--- src/hdl/bsil_pkg.sv ---
// Shared types and codes for the bounded sorted insert list.
`default_nettype none
package bsil_pkg;

   // Configuration port
   localparam int CSR_INDEX_W = 1;
   localparam int CSR_DATA_W  = 5;
   localparam int CAP_W       = 5;

   localparam logic [CSR_INDEX_W-1:0] CSR_CAPACITY   = 1'b0;
   localparam logic [CSR_INDEX_W-1:0] CSR_DESCENDING = 1'b1;

   localparam logic [CAP_W-1:0] CAPACITY_RESET = 5'd16;

   // Request opcodes
   localparam logic OP_INSERT = 1'b0;
   localparam logic OP_POP    = 1'b1;

   // Response status codes
   localparam int STATUS_W = 3;
   localparam logic [STATUS_W-1:0] ST_INSERTED = 3'd0;
   localparam logic [STATUS_W-1:0] ST_EVICTED  = 3'd1;
   localparam logic [STATUS_W-1:0] ST_REJECTED = 3'd2;
   localparam logic [STATUS_W-1:0] ST_POPPED   = 3'd3;
   localparam logic [STATUS_W-1:0] ST_EMPTY    = 3'd4;

   // Controller to datapath commands
   typedef struct packed {
      logic capture;   // latch request and register per-cell compare flags
      logic commit;    // update cells and load the response register
   } dp_cmd_type;

endpackage
`default_nettype wire

--- src/hdl/bounded_sorted_insert_list_top.sv ---
// Top level: bounded sorted insert list with configuration registers.
// An accepted request item is captured with its compare flags; its result is
// registered at the later commit step, which waits while a response is unread.
// No new item is accepted until that commit (capture then commit in the controller).
// Reset: synchronous active high; empties the list, capacity 16, ascending order.
// Entry cells hold no reset value; only cells below the fill count are read.
`default_nettype none
module bounded_sorted_insert_list_top #(
   parameter int DEPTH         = 16,
   parameter int KEY_WIDTH     = 32,
   parameter int PAYLOAD_WIDTH = 16,
   localparam int CNT_W        = $clog2(DEPTH + 1)
) (
   input  wire logic                                clock,
   input  wire logic                                reset,
   // request channel
   input  wire logic                                req_valid,
   output logic                                     req_ready,
   input  wire logic                                req_opcode,
   input  wire logic [KEY_WIDTH-1:0]                req_key,
   input  wire logic [PAYLOAD_WIDTH-1:0]            req_payload,
   // response channel
   output logic                                     rsp_valid,
   input  wire logic                                rsp_ready,
   output logic [bsil_pkg::STATUS_W-1:0]            rsp_status,
   output logic [KEY_WIDTH-1:0]                     rsp_out_key,
   output logic [PAYLOAD_WIDTH-1:0]                 rsp_out_payload,
   output logic [CNT_W-1:0]                         rsp_fill,
   // configuration write channel
   input  wire logic                                csr_valid,
   output logic                                     csr_ready,
   input  wire logic [bsil_pkg::CSR_INDEX_W-1:0]    csr_index,
   input  wire logic [bsil_pkg::CSR_DATA_W-1:0]     csr_data
);
   import bsil_pkg::*;

   // configuration registers
   logic [CAP_W-1:0] capacity_ff;
   logic             descending_ff;
   dp_cmd_type       cmd;

   // writes are always taken; software must write only while the list is idle, the block does not enforce it
   assign csr_ready = 1'b1;

   always_ff @(posedge clock) begin
      if (reset) begin
         capacity_ff   <= CAPACITY_RESET;
         descending_ff <= 1'b0;
      end else if (csr_valid) begin
         unique case (csr_index)
            CSR_CAPACITY:   capacity_ff   <= csr_data[CAP_W-1:0];
            CSR_DESCENDING: descending_ff <= csr_data[0];
            default: ;
         endcase
      end
   end

   // controller: accept an item, then commit it into the response register
   bsil_ctrl u_ctrl (
      .clock     (clock),
      .reset     (reset),
      .req_valid (req_valid),
      .req_ready (req_ready),
      .rsp_valid (rsp_valid),
      .rsp_ready (rsp_ready),
      .cmd       (cmd)
   );

   // datapath: entry cells, compare flags, insert/evict/pop update
   bsil_datapath #(
      .DEPTH         (DEPTH),
      .KEY_WIDTH     (KEY_WIDTH),
      .PAYLOAD_WIDTH (PAYLOAD_WIDTH),
      .CNT_W         (CNT_W)
   ) u_datapath (
      .clock           (clock),
      .reset           (reset),
      .cmd             (cmd),
      .capacity        (capacity_ff),
      .descending      (descending_ff),
      .req_opcode      (req_opcode),
      .req_key         (req_key),
      .req_payload     (req_payload),
      .rsp_status      (rsp_status),
      .rsp_out_key     (rsp_out_key),
      .rsp_out_payload (rsp_out_payload),
      .rsp_fill        (rsp_fill)
   );

endmodule
`default_nettype wire

--- src/hdl/bsil_ctrl.sv ---
// Controller: sequences capture and commit and owns the response valid.
`default_nettype none
module bsil_ctrl (
   input  wire logic               clock,
   input  wire logic               reset,
   input  wire logic               req_valid,
   output logic                    req_ready,
   output logic                    rsp_valid,
   input  wire logic               rsp_ready,
   output bsil_pkg::dp_cmd_type    cmd
);
   import bsil_pkg::*;

   localparam logic S_IDLE   = 1'b0;
   localparam logic S_UPDATE = 1'b1;

   logic state_ff, state_in;
   logic rsp_valid_ff, rsp_valid_in;
   logic slot_free;

   assign req_ready = (state_ff == S_IDLE);
   assign rsp_valid = rsp_valid_ff;
   assign slot_free = !rsp_valid_ff || rsp_ready;

   always_comb begin
      state_in     = state_ff;
      rsp_valid_in = rsp_valid_ff && !rsp_ready;
      cmd          = '0;
      unique case (state_ff)
         S_IDLE: begin
            if (req_valid) begin
               cmd.capture = 1'b1;
               state_in    = S_UPDATE;
            end
         end
         S_UPDATE: begin
            // hold until the response register can take the result
            if (slot_free) begin
               cmd.commit   = 1'b1;
               rsp_valid_in = 1'b1;
               state_in     = S_IDLE;
            end
         end
         default: state_in = S_IDLE;
      endcase
   end

   always_ff @(posedge clock) begin
      if (reset) begin
         state_ff     <= S_IDLE;
         rsp_valid_ff <= 1'b0;
      end else begin
         state_ff     <= state_in;
         rsp_valid_ff <= rsp_valid_in;
      end
   end

endmodule
`default_nettype wire

--- src/hdl/bsil_datapath.sv ---
// Datapath: row of sorted entry cells, compare flags and response register.
`default_nettype none
module bsil_datapath #(
   parameter int DEPTH         = 16,
   parameter int KEY_WIDTH     = 32,
   parameter int PAYLOAD_WIDTH = 16,
   parameter int CNT_W         = 5
) (
   input  wire logic                           clock,
   input  wire logic                           reset,
   input  wire bsil_pkg::dp_cmd_type           cmd,
   input  wire logic [bsil_pkg::CAP_W-1:0]     capacity,
   input  wire logic                           descending,
   input  wire logic                           req_opcode,
   input  wire logic [KEY_WIDTH-1:0]           req_key,
   input  wire logic [PAYLOAD_WIDTH-1:0]       req_payload,
   output logic [bsil_pkg::STATUS_W-1:0]       rsp_status,
   output logic [KEY_WIDTH-1:0]                rsp_out_key,
   output logic [PAYLOAD_WIDTH-1:0]            rsp_out_payload,
   output logic [CNT_W-1:0]                    rsp_fill
);
   import bsil_pkg::*;

   localparam int IDX_W = (DEPTH > 1) ? $clog2(DEPTH) : 1;

   // entry cells
   logic [KEY_WIDTH-1:0]     key_ff [DEPTH];
   logic [KEY_WIDTH-1:0]     key_in [DEPTH];
   logic [PAYLOAD_WIDTH-1:0] pay_ff [DEPTH];
   logic [PAYLOAD_WIDTH-1:0] pay_in [DEPTH];
   logic [CNT_W-1:0]         count_ff, count_in;

   // captured request and per-cell flags
   logic                     op_ff;
   logic [KEY_WIDTH-1:0]     new_key_ff;
   logic [PAYLOAD_WIDTH-1:0] new_pay_ff;
   logic [DEPTH-1:0]         hit_ff, hit_in;
   logic [DEPTH-1:0]         beyond_ff, beyond_in;
   logic                     full_ff, full_in;

   // response register
   logic [STATUS_W-1:0]      status_ff, status_in;
   logic [KEY_WIDTH-1:0]     out_key_ff, out_key_in;
   logic [PAYLOAD_WIDTH-1:0] out_pay_ff, out_pay_in;
   logic [CNT_W-1:0]         fill_ff;

   logic [CNT_W-1:0]         cap_eff;
   logic [CNT_W-1:0]         limit;
   logic [CNT_W-1:0]         count_m1;
   logic [DEPTH-1:0]         shift_from;
   logic                     found;
   logic                     reject;

   // clamp capacity into one to DEPTH
   always_comb begin
      priority if (32'(capacity) > 32'(DEPTH)) begin
         cap_eff = CNT_W'(DEPTH);
      end else if (capacity == '0) begin
         cap_eff = CNT_W'(1);
      end else begin
         cap_eff = CNT_W'(capacity);
      end
      full_in = (count_ff >= cap_eff);
      limit   = full_in ? cap_eff : count_ff;
   end

   // per-cell compare against the incoming key
   always_comb begin
      for (int i = 0; i < DEPTH; i++) begin
         beyond_in[i] = (CNT_W'(i) >= limit);
         hit_in[i]    = !beyond_in[i] &&
                        (descending ? (req_key >= key_ff[i]) : (req_key <= key_ff[i]));
      end
   end

   // first hit and everything after it (or past the search limit) shifts down
   always_comb begin
      logic run;
      run = 1'b0;
      for (int i = 0; i < DEPTH; i++) begin
         run           = run | hit_ff[i] | beyond_ff[i];
         shift_from[i] = run;
      end
   end

   assign found    = |hit_ff;
   assign reject   = full_ff && !found;
   assign count_m1 = count_ff - CNT_W'(1);

   always_comb begin
      count_in   = count_ff;
      status_in  = ST_INSERTED;
      out_key_in = '0;
      out_pay_in = '0;
      for (int i = 0; i < DEPTH; i++) begin
         key_in[i] = key_ff[i];
         pay_in[i] = pay_ff[i];
      end
      if (op_ff == OP_POP) begin
         if (count_ff == '0) begin
            status_in = ST_EMPTY;
         end else begin
            status_in  = ST_POPPED;
            out_key_in = key_ff[0];
            out_pay_in = pay_ff[0];
            count_in   = count_m1;
            for (int i = 0; i < DEPTH - 1; i++) begin
               key_in[i] = key_ff[i+1];
               pay_in[i] = pay_ff[i+1];
            end
         end
      end else if (reject) begin
         status_in  = ST_REJECTED;
         out_key_in = new_key_ff;
         out_pay_in = new_pay_ff;
      end else begin
         if (full_ff) begin
            status_in  = ST_EVICTED;
            out_key_in = key_ff[count_m1[IDX_W-1:0]];
            out_pay_in = pay_ff[count_m1[IDX_W-1:0]];
         end else begin
            count_in = count_ff + CNT_W'(1);
         end
         for (int i = 0; i < DEPTH; i++) begin
            if (i > 0 && shift_from[(i > 0) ? i - 1 : 0]) begin
               key_in[i] = key_ff[(i > 0) ? i - 1 : 0];
               pay_in[i] = pay_ff[(i > 0) ? i - 1 : 0];
            end else if (shift_from[i]) begin
               key_in[i] = new_key_ff;
               pay_in[i] = new_pay_ff;
            end
         end
      end
   end

   always_ff @(posedge clock) begin
      if (reset) begin
         count_ff <= '0;
      end else if (cmd.commit) begin
         count_ff <= count_in;
      end
   end

   always_ff @(posedge clock) begin
      if (cmd.capture) begin
         op_ff      <= req_opcode;
         new_key_ff <= req_key;
         new_pay_ff <= req_payload;
         hit_ff     <= hit_in;
         beyond_ff  <= beyond_in;
         full_ff    <= full_in;
      end
      if (cmd.commit) begin
         for (int i = 0; i < DEPTH; i++) begin
            key_ff[i] <= key_in[i];
            pay_ff[i] <= pay_in[i];
         end
         status_ff  <= status_in;
         out_key_ff <= out_key_in;
         out_pay_ff <= out_pay_in;
         fill_ff    <= count_in;
      end
   end

   assign rsp_status      = status_ff;
   assign rsp_out_key     = out_key_ff;
   assign rsp_out_payload = out_pay_ff;
   assign rsp_fill        = fill_ff;

endmodule
`default_nettype wire
--- config.mk ---
export PLATFORM = sky130hd
export DESIGN_NAME = bounded_sorted_insert_list_top
export DESIGN_NICKNAME = d
export VERILOG_FILES = /design/src/hdl/bsil_pkg.sv /design/src/hdl/bounded_sorted_insert_list_top.sv /design/src/hdl/bsil_ctrl.sv /design/src/hdl/bsil_datapath.sv
export SDC_FILE = /design/constraint.sdc
export NUM_CORES = 2
export LEC_CHECK = 0
export ABC_AREA = 1
export BUFFER_PORTS_ARGS = -buffer_cell sky130_fd_sc_hd__clkbuf_2
export CAP_MARGIN = 15
export CORE_MARGIN = 1.5
export CORE_UTILIZATION = 60
export CTS_CLUSTER_SIZE = 30
export DETAILED_ROUTE_END_ITERATION = 8
export PLACE_DENSITY_LB_ADDON = 0.1
export SLEW_MARGIN = 15
export SYNTH_ARGS = -nofsm -noshare
export SYNTH_HDL_FRONTEND = slang
export SYNTH_SLANG_ARGS = --single-unit
--- constraint.sdc ---
create_clock -name clock -period 16.9 [get_ports clock]
set_input_delay 3.38 -clock clock [delete_from_list [all_inputs] [get_ports clock]]
set_output_delay 3.38 -clock clock [all_outputs]
set_load 0.1 [all_outputs]
=== Word-level counts from Yosys, hierarchy flattened ===
Memories as Yosys holds them, arrays and structs flattened.
Cells that the tools add are included.

* Flip-flop bits (word level): 151
* RAM bits: 768
* Bits of input ports: 60
* Output and inout port bits: 59
* Logic and storage cells: 260
* Memories: 2

{| class="wikitable"
|+ Memory list
! name !! depth !! bits a word !! read ports !! clocked after Yosys merged registers in !! write ports !! line !! source
|-
| u_datapath.key_ff || 16 || 32 || 17 || 0 || 16 || bsil_datapath.sv:27 || <nowiki>logic [KEY_WIDTH-1:0] key_ff [DEPTH];</nowiki>
|-
| u_datapath.pay_ff || 16 || 16 || 17 || 0 || 16 || bsil_datapath.sv:29 || <nowiki>logic [PAYLOAD_WIDTH-1:0] pay_ff [DEPTH];</nowiki>
|}

* Add/sub/neg operators: 2
* $lt $le $gt $ge: 50
* Muxes and demuxes: 115
* Bitwise gates (word level): 33
* Reductions and logical operators: 43

{| class="wikitable"
|+ Operator list
! cell !! count
|-
| 2-to-1 mux 32 bit || 36
|-
| 2-to-1 mux 480 bit || 2
|-
| 2-to-1 mux 16 bit || 36
|-
| greater-or-equal comparator 32 bit || 16
|-
| less-or-equal comparator 32 bit || 16
|-
| 2-to-1 mux 512 bit || 1
|-
| 2-to-1 mux 240 bit || 2
|-
| 2-to-1 mux 256 bit || 1
|-
| greater-or-equal comparator 4 x 5 -> 1 bit (first input constant) || 8
|-
| 2-to-1 mux 5 bit || 7
|-
| bitwise OR 1 bit || 31
|-
| 2-to-1 mux 1 bit || 26
|-
| greater-or-equal comparator 3 x 5 -> 1 bit (first input constant) || 4
|-
| zero test 1 bit || 19
|-
| logical AND 1 bit || 18
|-
| OR reduction 16 bit || 1
|-
| greater-or-equal comparator 1 x 5 -> 1 bit (first input constant) || 2
|-
| greater-or-equal comparator 2 x 5 -> 1 bit (first input constant) || 2
|-
| zero test 5 bit || 2
|-
| 2-to-1 mux 3 bit || 3
|-
| adder 5 x 1 -> 5 bit (second input constant) || 1
|-
| greater-or-equal comparator 5 bit || 1
|-
| greater-than comparator 5 bit (second input constant) || 1
|-
| subtractor 5 x 1 -> 5 bit (second input constant) || 1
|-
| other kinds (4) || 6
|}

=== Longest topological paths before layout ===
* Depth after elaboration: 35
* Mapped depth: 17
* Mapped depth without buffers: 16

=== Hierarchy ===
From an unflattened synthesis, not the netlist that was laid out.

* Cell total of the unflattened synthesis: 7461
* Area total of the unflattened synthesis: 62168.4 sq um

{| class="wikitable"
|+ Modules (own cells, without submodules)
! module !! times used !! cells each !! area each (sq um)
|-
| bsil_datapath || 1 || 7410 || 61811.8
|-
| bounded_sorted_insert_list_top || 1 || 40 || 272.8
|-
| bsil_ctrl || 1 || 11 || 83.8
|}

=== Worst setup path before layout ===
No wires, ideal clock.

* Kind: input to register
* Start point: in rsp_ready
* End point: mem u_datapath.key_ff[10][0], enable pin
* Library setup time: 470 ps
* Arrival: 7694 ps
* Path slack: 8737 ps
* Stages: 9
* Cell sequence: inv_1 nand2_1 nand2_1 inv_1 o21ai_0 inv_1 nand2_1 clkbuf_1 a21oi_1

{| class="wikitable"
|+ RTL lines
! what !! line !! source
|-
| start: declaration || bounded_sorted_insert_list_top.sv:24 || <nowiki>input wire logic rsp_ready,</nowiki>
|-
| end: declaration || bsil_datapath.sv:27 ||
|}

=== Worst setup path in the final report ===
* Start point: in req_key[29]
* End point: reg u_datapath.hit_ff[1] (data pin)

* Longest elaborated chain between the ends: 3
* Elaborated cells on any way between the ends: 4
* Those cells by class: 2 x order compare; 1 x mux; 1 x reduce/logical

{| class="wikitable"
|+ RTL lines
! what !! line !! source
|-
| start: declaration || bounded_sorted_insert_list_top.sv:20 || <nowiki>input wire logic [KEY_WIDTH-1:0] req_key,</nowiki>
|-
| less-or-equal comparator 32 bit / greater-or-equal comparator 32 bit (equally long branches) || bsil_datapath.sv:72 || <nowiki>(descending ? (req_key >= key_ff[i]) : (req_key <= key_ff[i]));</nowiki>
|-
| 2-to-1 mux 1 bit * || bsil_datapath.sv:72 ||
|-
| logical AND 1 bit * || bsil_datapath.sv:71 || <nowiki>hit_in[i] = !beyond_in[i] &&</nowiki>
|-
| via u_datapath.hit_in[1] || bsil_datapath.sv:37 || <nowiki>logic [DEPTH-1:0] hit_ff, hit_in;</nowiki>
|-
| end signal: assignment || bsil_datapath.sv:149 || <nowiki>hit_ff <= hit_in;</nowiki>
|-
| end: declaration || bsil_datapath.sv:37 ||
|}

Mark *: on every way through the listed nets, which the timed path passes. The rest lies on a longest branch.
A chain may end at the register's enable or synchronous reset.

==> flow_metrics.env <==
export IMPL_status="finished with violations"
export IMPL_failed_checks="DRC"
export IMPL_r2r_start="u_datapath.hit_ff[3]$_DFFE_PP_"
export IMPL_synth_area_um2=62400
export IMPL_peakVddDrop_v=0.0000964
export IMPL_r2r_slack_ns=10.87
export IMPL_rows=118
export IMPL_max_slew_margin=0.166
export IMPL_place_gp_congestion=1.06
export IMPL_critical_path_class="input port to flop"
export IMPL_yosys_warnings=0
export IMPL_drc=1
export IMPL_ys_ff_latch=919
export IMPL_cts_root_buf="clkbuf_16"
export IMPL_period_share=0.359
export IMPL_dieWidth_um=325
export IMPL_grt_pass1_wl_mm=353
export IMPL_drtPass1Iterations=9
export IMPL_hold_end="u_ctrl.rsp_valid$_SDFF_PP0_"
export IMPL_worst_r2r_path_depth=13
export IMPL_fill_cells=8765
export IMPL_slew_violations=0
export IMPL_die_h_um=325
export IMPL_area_growth_pct=7.66
export IMPL_cts_path_max_buffers=3
export IMPL_p_leak_nw=27.4
export IMPL_finalSetupTns_ns=0
export IMPL_hpwl_mm=158
export IMPL_r2r_end="u_datapath.key_ff[13][7]$_DFFE_PP_"
export IMPL_finClkSkew_ns=0.0181
export IMPL_layout_drive_gt1_share=0.0567
export IMPL_multi_input_area_um2=30300
export IMPL_drt_iter0_markers=10986
export IMPL_cp_max_fo=17
export IMPL_synthFlopType="edfxtp_1"
export IMPL_holdCritStartpoint="u_ctrl.rsp_valid$_SDFF_PP0_"
export IMPL_insertion_delay_ns=0.72
export IMPL_grt_max_degree=206
export IMPL_hold_depth=2
export IMPL_drt_wl_total_mm=242
export IMPL_via_per_inst=6.92
export IMPL_required_ns=17.49
export IMPL_worst_setup_path_start_kind="input port"
export IMPL_antenna_found_initial=12
export IMPL_holdBufCountCts=0
export IMPL_synth_most_common_cell="nand2_1"
export IMPL_ant_nets=0
export IMPL_synth_top_area_share=0.436
export IMPL_postLayoutSetupSlackWorst_ns=10.84
export IMPL_finalSetupViolations=0
export IMPL_die_area_um2=106000
export IMPL_grt_remaining_overflow=0
export IMPL_fin_crit_ns=6.06
export IMPL_syn_inst=7501
export IMPL_grt_setup_unrepaired="false"
export IMPL_worstPathArrival_ns=6.65
export IMPL_yosysUniqueCellTypes=42
export IMPL_cts_setup_buffers=0
export IMPL_first_global_vias=55198
export IMPL_numCtsBuffers=103
export IMPL_post_cts_resized=0
export IMPL_synthTopCellsByCount="nand2_1, o21ai_0, edfxtp_1"
export IMPL_start_util=0.604
export IMPL_nNetsFinal=7867
export IMPL_cts_sinks=919
export IMPL_cts_reportedPaths_clkPinSlew_ns=0.07
export IMPL_synthesis_nets=8081
export IMPL_max_freq_mhz=165
export IMPL_place_ws_ns=10.37
export IMPL_async_flop_share=0
export IMPL_cp_end_kind="flop"
export IMPL_core_um2=103000
export IMPL_hold_path_class="flop to flop"
export IMPL_hold_violations=0
export IMPL_tightest_slew_ns=1.24
export IMPL_synth_area_leaders="edfxtp_1, ha_1, o21ai_0"
export IMPL_numPortBuffers=117
export IMPL_wire_per_inst_um=27.7
export IMPL_cts_tree="yes"
export IMPL_via_count=60592
export IMPL_regArea_um2=27500
export IMPL_synth_top_area_cell="edfxtp_1"
export IMPL_top_level_ports=119
export IMPL_synth_edf_count=906
export IMPL_htreeDepth=3
export IMPL_drv_cap=0
export IMPL_syn_area_per_cell_um2=8.32
export IMPL_grt_usage=0.441
export IMPL_power_density_nw_per_um2=107
export IMPL_synth_yosys_seq_area_share=0.440
area by class of cell:
type / count / area share
inverters: 792 / 0.0447
diodes: 3 / 0.000112
clock buffers: 128 / 0.0405
clock inverters: 63 / 0.00935
well taps: 1380 / 0.0257
flip-flops and latches: 919 / 0.409
repair buffers: 209 / 0.0204
multi-input cells: 5262 / 0.450
sequential cells by signal (all words and copies together) (netlist names), 3 cells and up:
register and cells:
u_datapath.rsp_fill 5, capacity_ff 5, u_datapath.new_pay_ff 16, u_datapath.beyond_ff 16, u_datapath.count_ff 5, u_datapath.rsp_out_payload 16
u_datapath.pay_ff 256, u_datapath.hit_ff 16, u_datapath.rsp_out_key 32, u_datapath.new_key_ff 32, u_datapath.rsp_status 3, u_datapath.key_ff 512
report_power, final:
| group | total [W] | switching (W) | internal [W] |
|---|---|---|---|
| combinational | 0.00200 | 0.00149 | 0.000510 |
| clock | 0.00231 | 0.00100 | 0.00131 |
| sequential | 0.00289 | 0.000117 | 0.00278 |
| total | 0.00720 | 0.00261 | 0.00460 |
how the worst max path moves through the flow:
stage | cells past startpoint | to | slack (ns) | from
finish | 10 | u_datapath.hit_ff[1]$_DFFE_PP_ | 10.84 | req_key[29]
global route | 13 | u_datapath.key_ff[13][14]$_DFFE_PP_ | 10.81 | u_datapath.hit_ff[1]$_DFFE_PP_
CTS | 10 | u_datapath.hit_ff[1]$_DFFE_PP_ | 11.12 | req_key[29]
detailed placement | 10 | u_datapath.hit_ff[1]$_DFFE_PP_ | 10.37 | req_key[29]
global placement | 10 | u_datapath.hit_ff[1]$_DFFE_PP_ | 9.94 | req_key[29]
floorplan | 9 | u_datapath.key_ff[10][0]$_DFFE_PP_ | 8.74 | rsp_ready
stage by stage:
step | area, um2 | instances | hold WS [ns] | util | total power (W)
after floorplan | 62400 | 7501 | 0.490 | - | 0.00412
after global placement | 63800 | 8560 | 0.486 | 0.617 | 0.00479
after detailed placement | 63800 | 8560 | 0.489 | 0.617 | 0.00482
after CTS | 67100 | 8751 | 0.501 | 0.650 | 0.00709
after global routing | 67200 | 8753 | 0.531 | 0.650 | 0.00739
final | 67200 | 8756 | 0.500 | 0.650 | 0.00720
layout by cell type, fill, tap and decap left out, types with 56 or more instances in the layout:
| cell | n |
|---|---|
| edfxtp_1 | 906 |
| buf_4 | 84 |
| inv_1 | 743 |
| o22ai_1 | 415 |
| nand4_1 | 133 |
| o21ai_1 | 66 |
| clkinv_1 | 56 |
| clkbuf_2 | 117 |
| ha_1 | 519 |
| clkbuf_16 | 103 |
| nand2_1 | 1138 |
| nor2_1 | 417 |
| a21oi_1 | 657 |
| nand3_1 | 510 |
| o21ai_0 | 1061 |
| o221ai_1 | 112 |
critical path, cell delays in order:
cell and delay, ns:
clkbuf_2 0.36, ha_1 0.46, nand2_1 0.05, nor2_1 0.24, nand4_1 0.48, nor4_2 0.89
nand3_1 0.37, nand3_1 0.19, o21ai_0 0.10, nor2_1 0.11
layer usage:
layer	wire (um)	GRT usage	vias up
met5	69	0	-
met4	11400	0.191	10
met3	38900	0.136	782
met2	101000	0.634	5053
met1	90900	0.614	28197
li1	-	-	26550
cell families (layout without fill, tap and decap cells):
logic type / count (synthesis) / after routing / synth area share
flops: 919 / 919 / 0.440
compound gates: 2465 / 2465 / 0.220
xor+xnor: 5 / 5 / 0.000702
other cells: 1 / 4 / 0.0000601
fa+ha+maj: 520 / 520 / 0.104
simple gates: 2271 / 2271 / 0.155
buf+inv: 1320 / 1192 / 0.0800
(Power assumes the default switching activity.)
